$ cat src/wcc_pkg.sv
// Shared types, constants and helpers for the windowed coincidence counter.
// No dependencies; every other file in src imports this package.
package wcc_pkg;

    localparam int TIME_BITS      = 48;
    localparam int COUNT_BITS     = 32;
    localparam int NUM_CONDITIONS = 8;
    localparam int NUM_CURVES     = 6;
    localparam int NUM_AND_CURVES = 3;
    localparam int CHAN_BITS      = 8;
    localparam int BOUND_BITS     = 32;
    localparam int IDX_BITS       = $clog2(NUM_CONDITIONS);
    localparam int OUT_BITS       = 32;
    localparam int SUM_BITS       = ((TIME_BITS > BOUND_BITS) ? TIME_BITS : BOUND_BITS) + 2;

    // Slave-side tdata layout, lowest field first
    localparam int CHAN_LSB      = 0;
    localparam int TIME_LSB      = CHAN_LSB + CHAN_BITS;
    localparam int IDX_LSB       = TIME_LSB + TIME_BITS;
    localparam int LOW_LSB       = IDX_LSB + IDX_BITS;
    localparam int HIGH_LSB      = LOW_LSB + BOUND_BITS;
    localparam int IN_DATA_BITS  = HIGH_LSB + BOUND_BITS;
    localparam int IN_TDATA_BITS = ((IN_DATA_BITS + 7) / 8) * 8;
    localparam int OUT_TDATA_BITS = NUM_CURVES * OUT_BITS;

    typedef logic [1:0]                  t_cmd;
    typedef logic [CHAN_BITS-1:0]        t_chan;
    typedef logic [TIME_BITS-1:0]        t_time;
    typedef logic [IDX_BITS-1:0]         t_idx;
    typedef logic signed [BOUND_BITS-1:0] t_bound;
    typedef logic signed [SUM_BITS-1:0]  t_sum;
    typedef logic [COUNT_BITS-1:0]       t_count;
    typedef logic [NUM_CONDITIONS-1:0]   t_flags;
    typedef logic [2:0]                  t_reg_idx;
    typedef logic [1:0]                  t_src;

    localparam t_cmd CMD_EVENT = 2'd0;
    localparam t_cmd CMD_ENTRY = 2'd1;
    localparam t_cmd CMD_DUMP  = 2'd2;

    localparam t_reg_idx REG_START_CHAN = 3'd0;
    localparam t_reg_idx REG_SRC_A_CHAN = 3'd1;
    localparam t_reg_idx REG_SRC_B_CHAN = 3'd2;
    localparam t_reg_idx REG_SRC_C_CHAN = 3'd3;
    localparam t_reg_idx REG_DELAY_OFS  = 3'd4;
    localparam t_reg_idx REG_COND_SRCS  = 3'd5;
    localparam t_reg_idx REG_PAIR_CURVE = 3'd6;

    localparam t_src SRC_A     = 2'd0;
    localparam t_src SRC_B     = 2'd1;
    localparam t_src SRC_C     = 2'd2;
    localparam t_src SRC_NEVER = 2'd3;

    // Channel selection seen by the condition compare
    typedef struct packed {
        t_chan                     chan_a;
        t_chan                     chan_b;
        t_chan                     chan_c;
        logic [2*NUM_CONDITIONS-1:0] sources;
    } t_src_cfg;

    // Control from the window logic to the counter bank
    typedef struct packed {
        logic   close_open;  // an open window closes with this word
        logic   dump;        // report and clear
        t_flags flags;       // condition flags of the closing window
    } t_cnt_ctrl;

    function automatic logic [OUT_BITS-1:0] out_word(input t_count c);
        logic [63:0] w;
        w = 64'(c);
        return w[OUT_BITS-1:0];
    endfunction

endpackage

$ cat src/wcc_cond_match.sv
// Parallel window-condition compare for one stop word.
// Depends on wcc_pkg.
module wcc_cond_match import wcc_pkg::*; (
    input  t_src_cfg i_src_cfg,
    input  t_chan    i_channel,
    input  t_sum     i_delay,                  // stop - start + offset
    input  t_bound   i_lows  [NUM_CONDITIONS],
    input  t_bound   i_highs [NUM_CONDITIONS],
    output t_flags   o_hit
);

    always_comb begin
        t_src  src;
        t_chan want;
        logic  chan_ok;
        o_hit = '0;
        for (int k = 0; k < NUM_CONDITIONS; k++) begin
            src     = i_src_cfg.sources[2*k +: 2];
            want    = i_src_cfg.chan_a;
            chan_ok = 1'b1;
            case (src)
                SRC_A: want = i_src_cfg.chan_a;
                SRC_B: want = i_src_cfg.chan_b;
                SRC_C: want = i_src_cfg.chan_c;
                default: chan_ok = 1'b0;
            endcase
            o_hit[k] = chan_ok && (i_channel == want) &&
                       (i_delay > t_sum'(i_lows[k])) && (i_delay < t_sum'(i_highs[k]));
        end
    end

endmodule

$ cat src/wcc_counters.sv
// Six saturating coincidence counters, bumped when a window closes and cleared by a dump.
// Depends on wcc_pkg.
module wcc_counters import wcc_pkg::*; (
    input  logic      i_clk,
    input  logic      i_rst_n,
    input  logic      i_advance,
    input  t_cnt_ctrl i_ctrl,
    input  logic [3:0] i_pair_curves,
    output t_count    o_counts [NUM_CURVES]
);

    t_count r_count [NUM_CURVES];
    logic [NUM_AND_CURVES-1:0] met;
    logic [NUM_CURVES-1:0]     bump;
    logic                      either;

    function automatic logic pair_met(input logic [1:0] sel,
                                      input logic [NUM_AND_CURVES-1:0] m);
        logic r;
        r = 1'b0;
        case (sel)
            2'd0: r = m[0];
            2'd1: r = m[1];
            2'd2: r = m[2];
            default: r = 1'b0;
        endcase
        return r;
    endfunction

    always_comb begin
        for (int c = 0; c < NUM_AND_CURVES; c++) begin
            met[c] = i_ctrl.flags[2*c] && i_ctrl.flags[2*c+1];
        end
        either  = pair_met(i_pair_curves[1:0], met) || pair_met(i_pair_curves[3:2], met);
        bump[0] = met[0];
        bump[1] = met[1];
        bump[2] = met[2];
        bump[3] = either;
        bump[4] = either && i_ctrl.flags[6];
        bump[5] = either && i_ctrl.flags[7];
    end

    always_ff @(posedge i_clk) begin
        if (!i_rst_n) begin
            for (int c = 0; c < NUM_CURVES; c++) r_count[c] <= '0;
        end else if (i_advance) begin
            for (int c = 0; c < NUM_CURVES; c++) begin
                if (i_ctrl.dump) begin
                    r_count[c] <= '0;
                end else if (i_ctrl.close_open && bump[c] && (r_count[c] != '1)) begin
                    r_count[c] <= r_count[c] + 1'b1;
                end
            end
        end
    end

    assign o_counts = r_count;

endmodule

$ cat src/windowed_coincidence_counter.sv
// Top level of the windowed coincidence counter: input register, window state,
// configuration registers and result register. Depends on wcc_pkg,
// wcc_cond_match and wcc_counters.
//
//  channel  | dir | handshake            | payload
//  ---------+-----+----------------------+------------------------------------------
//  s_axis   | in  | tvalid/tready        | tdata: event and window-entry fields,
//           |     |                      | tuser: cmd, tlast: last_in_batch
//  m_axis   | out | tvalid/tready        | tdata: six 32-bit counts (dump result)
//  cfg      | in  | valid/ready (ready=1)| index 3 bits, data 32 bits
//
// One word per cycle unless a dump word is held: a word is first registered in the
// input register, then the window compare, flag and counter update run in the same cycle.
// A dump word waits in the input register only while the result register is full
// and the master side holds tready low; words behind it wait with it, and nothing
// else stalls the input.
// Synchronous active-low reset clears window state, entries, counters and
// configuration to their defaults.
module windowed_coincidence_counter import wcc_pkg::*; (
    input  logic                      i_clk,
    input  logic                      i_rst_n,
    input  logic                      s_axis_tvalid,
    output logic                      s_axis_tready,
    // channel, timetag, entry_index, bound_low, bound_high, zero pad (lowest first)
    input  logic [IN_TDATA_BITS-1:0]  s_axis_tdata,
    // cmd
    input  logic [1:0]                s_axis_tuser,
    input  logic                      s_axis_tlast,
    output logic                      m_axis_tvalid,
    input  logic                      m_axis_tready,
    // count_curve0, count_curve1, count_curve2, count_either_pair,
    // count_pair_and_four, count_pair_and_five (lowest first)
    output logic [OUT_TDATA_BITS-1:0] m_axis_tdata,
    input  logic                      i_cfg_valid,
    output logic                      o_cfg_ready,
    input  t_reg_idx                  i_cfg_index,
    input  logic [31:0]               i_cfg_data
);

    // configuration
    t_chan                       r_start_chan;
    t_src_cfg                    r_src_cfg;
    t_bound                      r_delay_ofs;
    logic [3:0]                  r_pair_curves;

    // input register
    logic   r_in_valid;
    t_cmd   r_in_cmd;
    t_chan  r_in_chan;
    t_time  r_in_time;
    logic   r_in_last;
    t_idx   r_in_idx;
    t_bound r_in_low;
    t_bound r_in_high;

    // window state
    logic   r_open;
    t_time  r_start_time;
    t_flags r_flags;
    t_bound r_lows  [NUM_CONDITIONS];
    t_bound r_highs [NUM_CONDITIONS];

    // result register
    logic                      r_out_valid;
    logic [OUT_TDATA_BITS-1:0] r_out_data;

    logic      advance;
    logic      is_event, is_start, is_stop, closing;
    t_sum      delay;
    t_flags    hit;
    t_flags    flags_upd;
    t_cnt_ctrl cnt_ctrl;
    t_count    counts [NUM_CURVES];
    logic      n_open;
    t_flags    n_flags;

    assign o_cfg_ready = 1'b1;

    always_ff @(posedge i_clk) begin
        if (!i_rst_n) begin
            r_start_chan      <= 8'd0;
            r_src_cfg.chan_a  <= 8'd1;
            r_src_cfg.chan_b  <= 8'd2;
            r_src_cfg.chan_c  <= 8'd3;
            r_src_cfg.sources <= '1;
            r_delay_ofs       <= '0;
            r_pair_curves     <= '0;
        end else if (i_cfg_valid) begin
            case (i_cfg_index)
                REG_START_CHAN: r_start_chan      <= i_cfg_data[CHAN_BITS-1:0];
                REG_SRC_A_CHAN: r_src_cfg.chan_a  <= i_cfg_data[CHAN_BITS-1:0];
                REG_SRC_B_CHAN: r_src_cfg.chan_b  <= i_cfg_data[CHAN_BITS-1:0];
                REG_SRC_C_CHAN: r_src_cfg.chan_c  <= i_cfg_data[CHAN_BITS-1:0];
                REG_DELAY_OFS:  r_delay_ofs       <= i_cfg_data;
                REG_COND_SRCS:  r_src_cfg.sources <= i_cfg_data[2*NUM_CONDITIONS-1:0];
                REG_PAIR_CURVE: r_pair_curves     <= i_cfg_data[3:0];
                default: ;
            endcase
        end
    end

    // A dump word holds in the input register while the result is still unread
    assign advance       = r_in_valid &&
                           ((r_in_cmd != CMD_DUMP) || !r_out_valid || m_axis_tready);
    assign s_axis_tready = !r_in_valid || advance;

    always_ff @(posedge i_clk) begin
        if (!i_rst_n) begin
            r_in_valid <= 1'b0;
        end else if (s_axis_tready) begin
            r_in_valid <= s_axis_tvalid;
        end
    end

    always_ff @(posedge i_clk) begin
        if (s_axis_tvalid && s_axis_tready) begin
            r_in_cmd  <= s_axis_tuser;
            r_in_last <= s_axis_tlast;
            r_in_chan <= s_axis_tdata[CHAN_LSB +: CHAN_BITS];
            r_in_time <= s_axis_tdata[TIME_LSB +: TIME_BITS];
            r_in_idx  <= s_axis_tdata[IDX_LSB +: IDX_BITS];
            r_in_low  <= s_axis_tdata[LOW_LSB +: BOUND_BITS];
            r_in_high <= s_axis_tdata[HIGH_LSB +: BOUND_BITS];
        end
    end

    assign delay = t_sum'({1'b0, r_in_time}) - t_sum'({1'b0, r_start_time})
                 + t_sum'(r_delay_ofs);

    wcc_cond_match u_match (
        .i_src_cfg (r_src_cfg),
        .i_channel (r_in_chan),
        .i_delay   (delay),
        .i_lows    (r_lows),
        .i_highs   (r_highs),
        .o_hit     (hit)
    );

    always_comb begin
        is_event  = (r_in_cmd == CMD_EVENT);
        is_start  = is_event && (r_in_chan == r_start_chan);
        is_stop   = is_event && !is_start && r_open;
        flags_upd = is_stop ? (r_flags | hit) : r_flags;
        // a start closes the old window; a last event word closes whatever is open
        closing   = is_event && (is_start || r_in_last);
        n_open    = is_start ? !r_in_last : (closing ? 1'b0 : r_open);
        n_flags   = closing ? '0 : flags_upd;

        cnt_ctrl.close_open = closing && r_open;
        cnt_ctrl.dump       = (r_in_cmd == CMD_DUMP);
        cnt_ctrl.flags      = flags_upd;
    end

    wcc_counters u_counters (
        .i_clk         (i_clk),
        .i_rst_n       (i_rst_n),
        .i_advance     (advance),
        .i_ctrl        (cnt_ctrl),
        .i_pair_curves (r_pair_curves),
        .o_counts      (counts)
    );

    always_ff @(posedge i_clk) begin
        if (!i_rst_n) begin
            r_open       <= 1'b0;
            r_start_time <= '0;
            r_flags      <= '0;
            for (int k = 0; k < NUM_CONDITIONS; k++) begin
                r_lows[k]  <= '0;
                r_highs[k] <= '0;
            end
        end else if (advance) begin
            r_open  <= n_open;
            r_flags <= n_flags;
            if (is_start) begin
                r_start_time <= r_in_time;
            end
            if (r_in_cmd == CMD_ENTRY) begin
                r_lows[r_in_idx]  <= r_in_low;
                r_highs[r_in_idx] <= r_in_high;
            end
        end
    end

    always_ff @(posedge i_clk) begin
        if (!i_rst_n) begin
            r_out_valid <= 1'b0;
        end else if (advance && cnt_ctrl.dump) begin
            r_out_valid <= 1'b1;
        end else if (m_axis_tready) begin
            r_out_valid <= 1'b0;
        end
    end

    always_ff @(posedge i_clk) begin
        if (advance && cnt_ctrl.dump) begin
            for (int c = 0; c < NUM_CURVES; c++) begin
                r_out_data[c*OUT_BITS +: OUT_BITS] <= out_word(counts[c]);
            end
        end
    end

    assign m_axis_tvalid = r_out_valid;
    assign m_axis_tdata  = r_out_data;

endmodule
$ cat config.mk
export PLATFORM = sky130hd
export DESIGN_NAME = windowed_coincidence_counter
export DESIGN_NICKNAME = d
export VERILOG_FILES = /design/src/wcc_pkg.sv /design/src/wcc_cond_match.sv /design/src/wcc_counters.sv /design/src/windowed_coincidence_counter.sv
export SDC_FILE = /design/constraint.sdc
export NUM_CORES = 2
export LEC_CHECK = 0
export BUFFER_PORTS_ARGS = -buffer_cell sky130_fd_sc_hd__buf_2
export CAP_MARGIN = 20
export CORE_MARGIN = 3
export CORE_UTILIZATION = 55
export DETAILED_ROUTE_END_ITERATION = 10
export PLACE_DENSITY = 0.73
export SETUP_SLACK_MARGIN = 0.1
export SYNTH_ARGS = -nofsm -noshare
export SYNTH_HDL_FRONTEND = slang
export SYNTH_SLANG_ARGS = --single-unit
$ cat constraint.sdc
create_clock -name i_clk -period 26.2 [get_ports i_clk]
set_clock_uncertainty 0.1 [all_clocks]
set_input_delay 1.31 -clock i_clk [delete_from_list [all_inputs] [get_ports i_clk]]
set_output_delay 1.31 -clock i_clk [all_outputs]
set_load 0.01 [all_outputs]
==> flow_metrics.tcl <==
set metrics [dict create \
    grt_pass1_wl_mm 299 \
    hpwlAfterDp_mm 133 \
    post_cts_resize_count 0 \
    path_common_cell "o21ai_0" \
    area_growth_syn_to_layout_pct 11.7 \
    grt_start_max_net_pins 129 \
    syn_nets 9075 \
    grt_antenna_before_repair 2 \
    synth_top_cell_area_share_pct 25.0 \
    power-per-cell-area_nw_per_um2 61.5 \
    outcome "finished clean" \
    final_nets 9289 \
    drtAntennaViolNets 0 \
    setup.worst_path.start_class "flip-flop" \
    clk_path_buf_depth 3 \
    cp_max_fo 16 \
    dr.first_iter.drc_count 4606 \
    yosys_register_bits 1165 \
    routed_wl_mm 194 \
    required_ns 26.76 \
    initial_core_utilization_pct 55.5 \
    boundaryPins 366 \
    final_layout_size_suffix_gt1_share_pct 9.10 \
    number_of_core_rows 128 \
    die_w_um 357 \
    synthesis.instances 7980 \
    yosysSeqAreaShare_pct 39.1 \
    placement.io_buffers 359 \
    inserted_clock_buffers 130 \
    synth_area_um2 67700 \
    cpLargestDelayFamily "compound AO/OA/AOI/OAI gates" \
    setup_total_neg_slack_ns 0 \
    detail_route.drc_violations 0 \
    num_vias 58100 \
    clk_transition_reported_paths_ns 0.06 \
    clock_sink_total 1165 \
    finalMaxSlewViolations 0 \
    grt-ovfl-total 0 \
    power_leakage_nw 27.5 \
    synth.most_common_cell "nand2_1" \
    layout.filler_cells 10500 \
    synthesis.yosys.warnings 0 \
    root_buffer "clkbuf_16" \
    relSlewSlack_pct 22.5 \
    crit_buf_inv 3 \
    worst_hold_path_type "flip-flop to flip-flop" \
    p_comb_share_pct 18.6 \
    routabilityCongestion 0.893 \
    worstPathArrival_ns 13.13 \
    clkLatencyLatePin_ns 0.79 \
    die_area_um2 127000 \
    ys.flop_type "dfxtp_1" \
    post_synth_main_area_contributors "dfxtp_1, ha_1, edfxtp_1" \
    async_reset_ff_share_pct 0 \
    die-height_um 357 \
    number_of_distinct_standard_cells_referenced_by_the_synthesized_netlist 89 \
    synthTopCellsByCount "nand2_1, a21oi_1, ha_1" \
    drt_pass1_iterations 5 \
    core_um2 122000 \
    power_switching_share_pct 28.7 \
    synth_area_per_cell_um2 8.49 \
    postCtsSetupBuffers 0 \
    vdd_ir_drop_max_uv 62.3 \
    synth_largest_area_cell "dfxtp_1" \
    fin_worst_hold_slack_ns 0.352 \
    cap_viol_max_count 0 \
    cp_slowest_stage_delay_ns 0.97 \
    final.min_clock_period_ns 12.57 \
    maxClockFrequency_ghz 0.0795 \
    post-route-period-util_pct 48.0 \
    switchingPower_mw 1.34 \
    critical_path.endpoint_type "flip-flop" \
    hold_viol 0 \
    wire_per_inst_um 19.6 \
    rsz0062_at_grt "no" \
    gr-usage-all-layers_pct 29.7 \
    cts-hold-fix-buffers 0 \
    power.share.sequential_pct 41.0 \
    share_clk_of_total_power_pct 40.3 \
    number_of_flops_mapped_to_enable_cells_by_yosys 318 \
    reg2reg_slack_ns 13.63 \
    tritoncts "yes" \
    path_class "flip-flop to flip-flop" \
    cts-htree-levels 4 \
    tightest_slew_ns 1.15 \
    setup_violations 0 \
    critical-path-slowest-cell "a2111oi_2" \
    post_drt_via_cell_ratio 5.86 \
    power_report.internal_total_mw 3.32 \
    grt_pass1_vias 54800 \
]
==> worst paths after layout <==
kind,start,endpoint,cells after the start
max reg2reg,r_in_time[0]$_DFFE_PP_,u_counters.o_counts[51]$_SDFFE_PN0P_,42
min reg2reg,r_start_time[26]$_SDFFE_PN0P_,r_start_time[26]$_SDFFE_PN0P_,2
min,r_start_time[26]$_SDFFE_PN0P_,r_start_time[26]$_SDFFE_PN0P_,2
max,r_in_time[0]$_DFFE_PP_,u_counters.o_counts[51]$_SDFFE_PN0P_,42
==> stage by stage <==
stage          instances  utilization (%)  instance area [um^2]  total power [mW]  setup slack [ns]
2_1_floorplan       7980                -                 67700              2.49             16.45
3_5_place_dp        9684             58.4                 71200              2.80             13.95
4_1_cts             9919             61.9                 75600              4.67             13.86
5_1_grt             9922             62.0                 75700              4.86             12.90
6_report            9927             62.0                 75700              4.66             13.63
3_3_place_gp        9682             58.3                 71200              2.76             14.12
==> area by class of cell <==
type / instances / area, um^2 / area share [%]
Multi-Input combinational cell: 5796 / 37800 / 49.9
Sequential cell: 1165 / 26500 / 35.0
Tap cell: 1625 / 2030 / 2.69
Clock buffer: 164 / 3570 / 4.71
Antenna cell: 5 / 12.5 / 0.0165
Inverter: 649 / 2450 / 3.24
Clock inverter: 71 / 817 / 1.08
Timing Repair Buffer: 452 / 2530 / 3.35
==> power groups by stage <==
stage	Combinational [mW]	Clock [mW]	Sequential, mW
floorplan	0.568	0	1.93
global placement	0.808	0	1.95
detailed placement	0.849	0	1.95
CTS	0.856	1.91	1.91
global route	0.970	1.98	1.91
finish	0.867	1.88	1.91
==> layout by cell type (no fill, tap or decap), types with 47 or more instances in the layout <==
master     count
nand2_1     1601
a21oi_1     1047
ha_1         922
dfxtp_1      847
inv_1        644
buf_2        361
nor2_1       333
edfxtp_1     318
o21ai_0      281
a21o_1       185
nand4_1      183
nand3_1      150
clkbuf_16    132
xnor2_1      126
xor2_1        93
buf_4         88
and3_1        72
a221oi_1      67
nor3_1        56
nand2b_1      47
==> per-layer routing <==
layer	share of wire [%]	vias up	track usage [%]	wire [um]
met1	42	27400	37.5	80800
met4	5.1	0	15.2	9820
met5	0	-	0	0
li1	-	28200	-	-
met3	7.4	491	5.06	14400
met2	46	1989	48.9	89400
==> worst reg2reg max path, delay by kind of cell, from the launching register on <==
kind / cells / cell delay (ns)
adders and majority gates: 4 / 1.27
xor gates and xnor gates: 1 / 0.38
and+or+nand+nor: 8 / 2.57
buffers and inverters: 3 / 0.71
AOI/OAI and AO/OA: 26 / 7.03
DFF: 1 / 0.38
==> registers in the layout, summed over array words and instances (netlist names), 2 cells and up <==
signal	count
r_flags	8
r_lows	256
r_in_cmd	2
r_in_chan	8
r_pair_curves	4
r_in_idx	3
m_axis_tdata	192
r_in_high	32
r_in_time	48
u_counters.o_counts	192
r_start_time	48
r_in_low	32
r_start_chan	8
r_highs	256
r_delay_ofs	32
r_src_cfg	40
==> kinds of logic after synthesis <==
group                      count (synthesis)  share of synthesized area (%)
adders and majority gates                924                           17.1
and+or+nand+nor                         2678                           17.4
DFF                                     1165                           39.1
xor gates and xnor gates                 255                           3.30
muxes                                     10                          0.153
buffers and inverters                   1019                           6.06
AOI/OAI and AO/OA                       1928                           16.8
other                                      1                        0.00554
No activity file was read; power rests on OpenSTA's default activity.
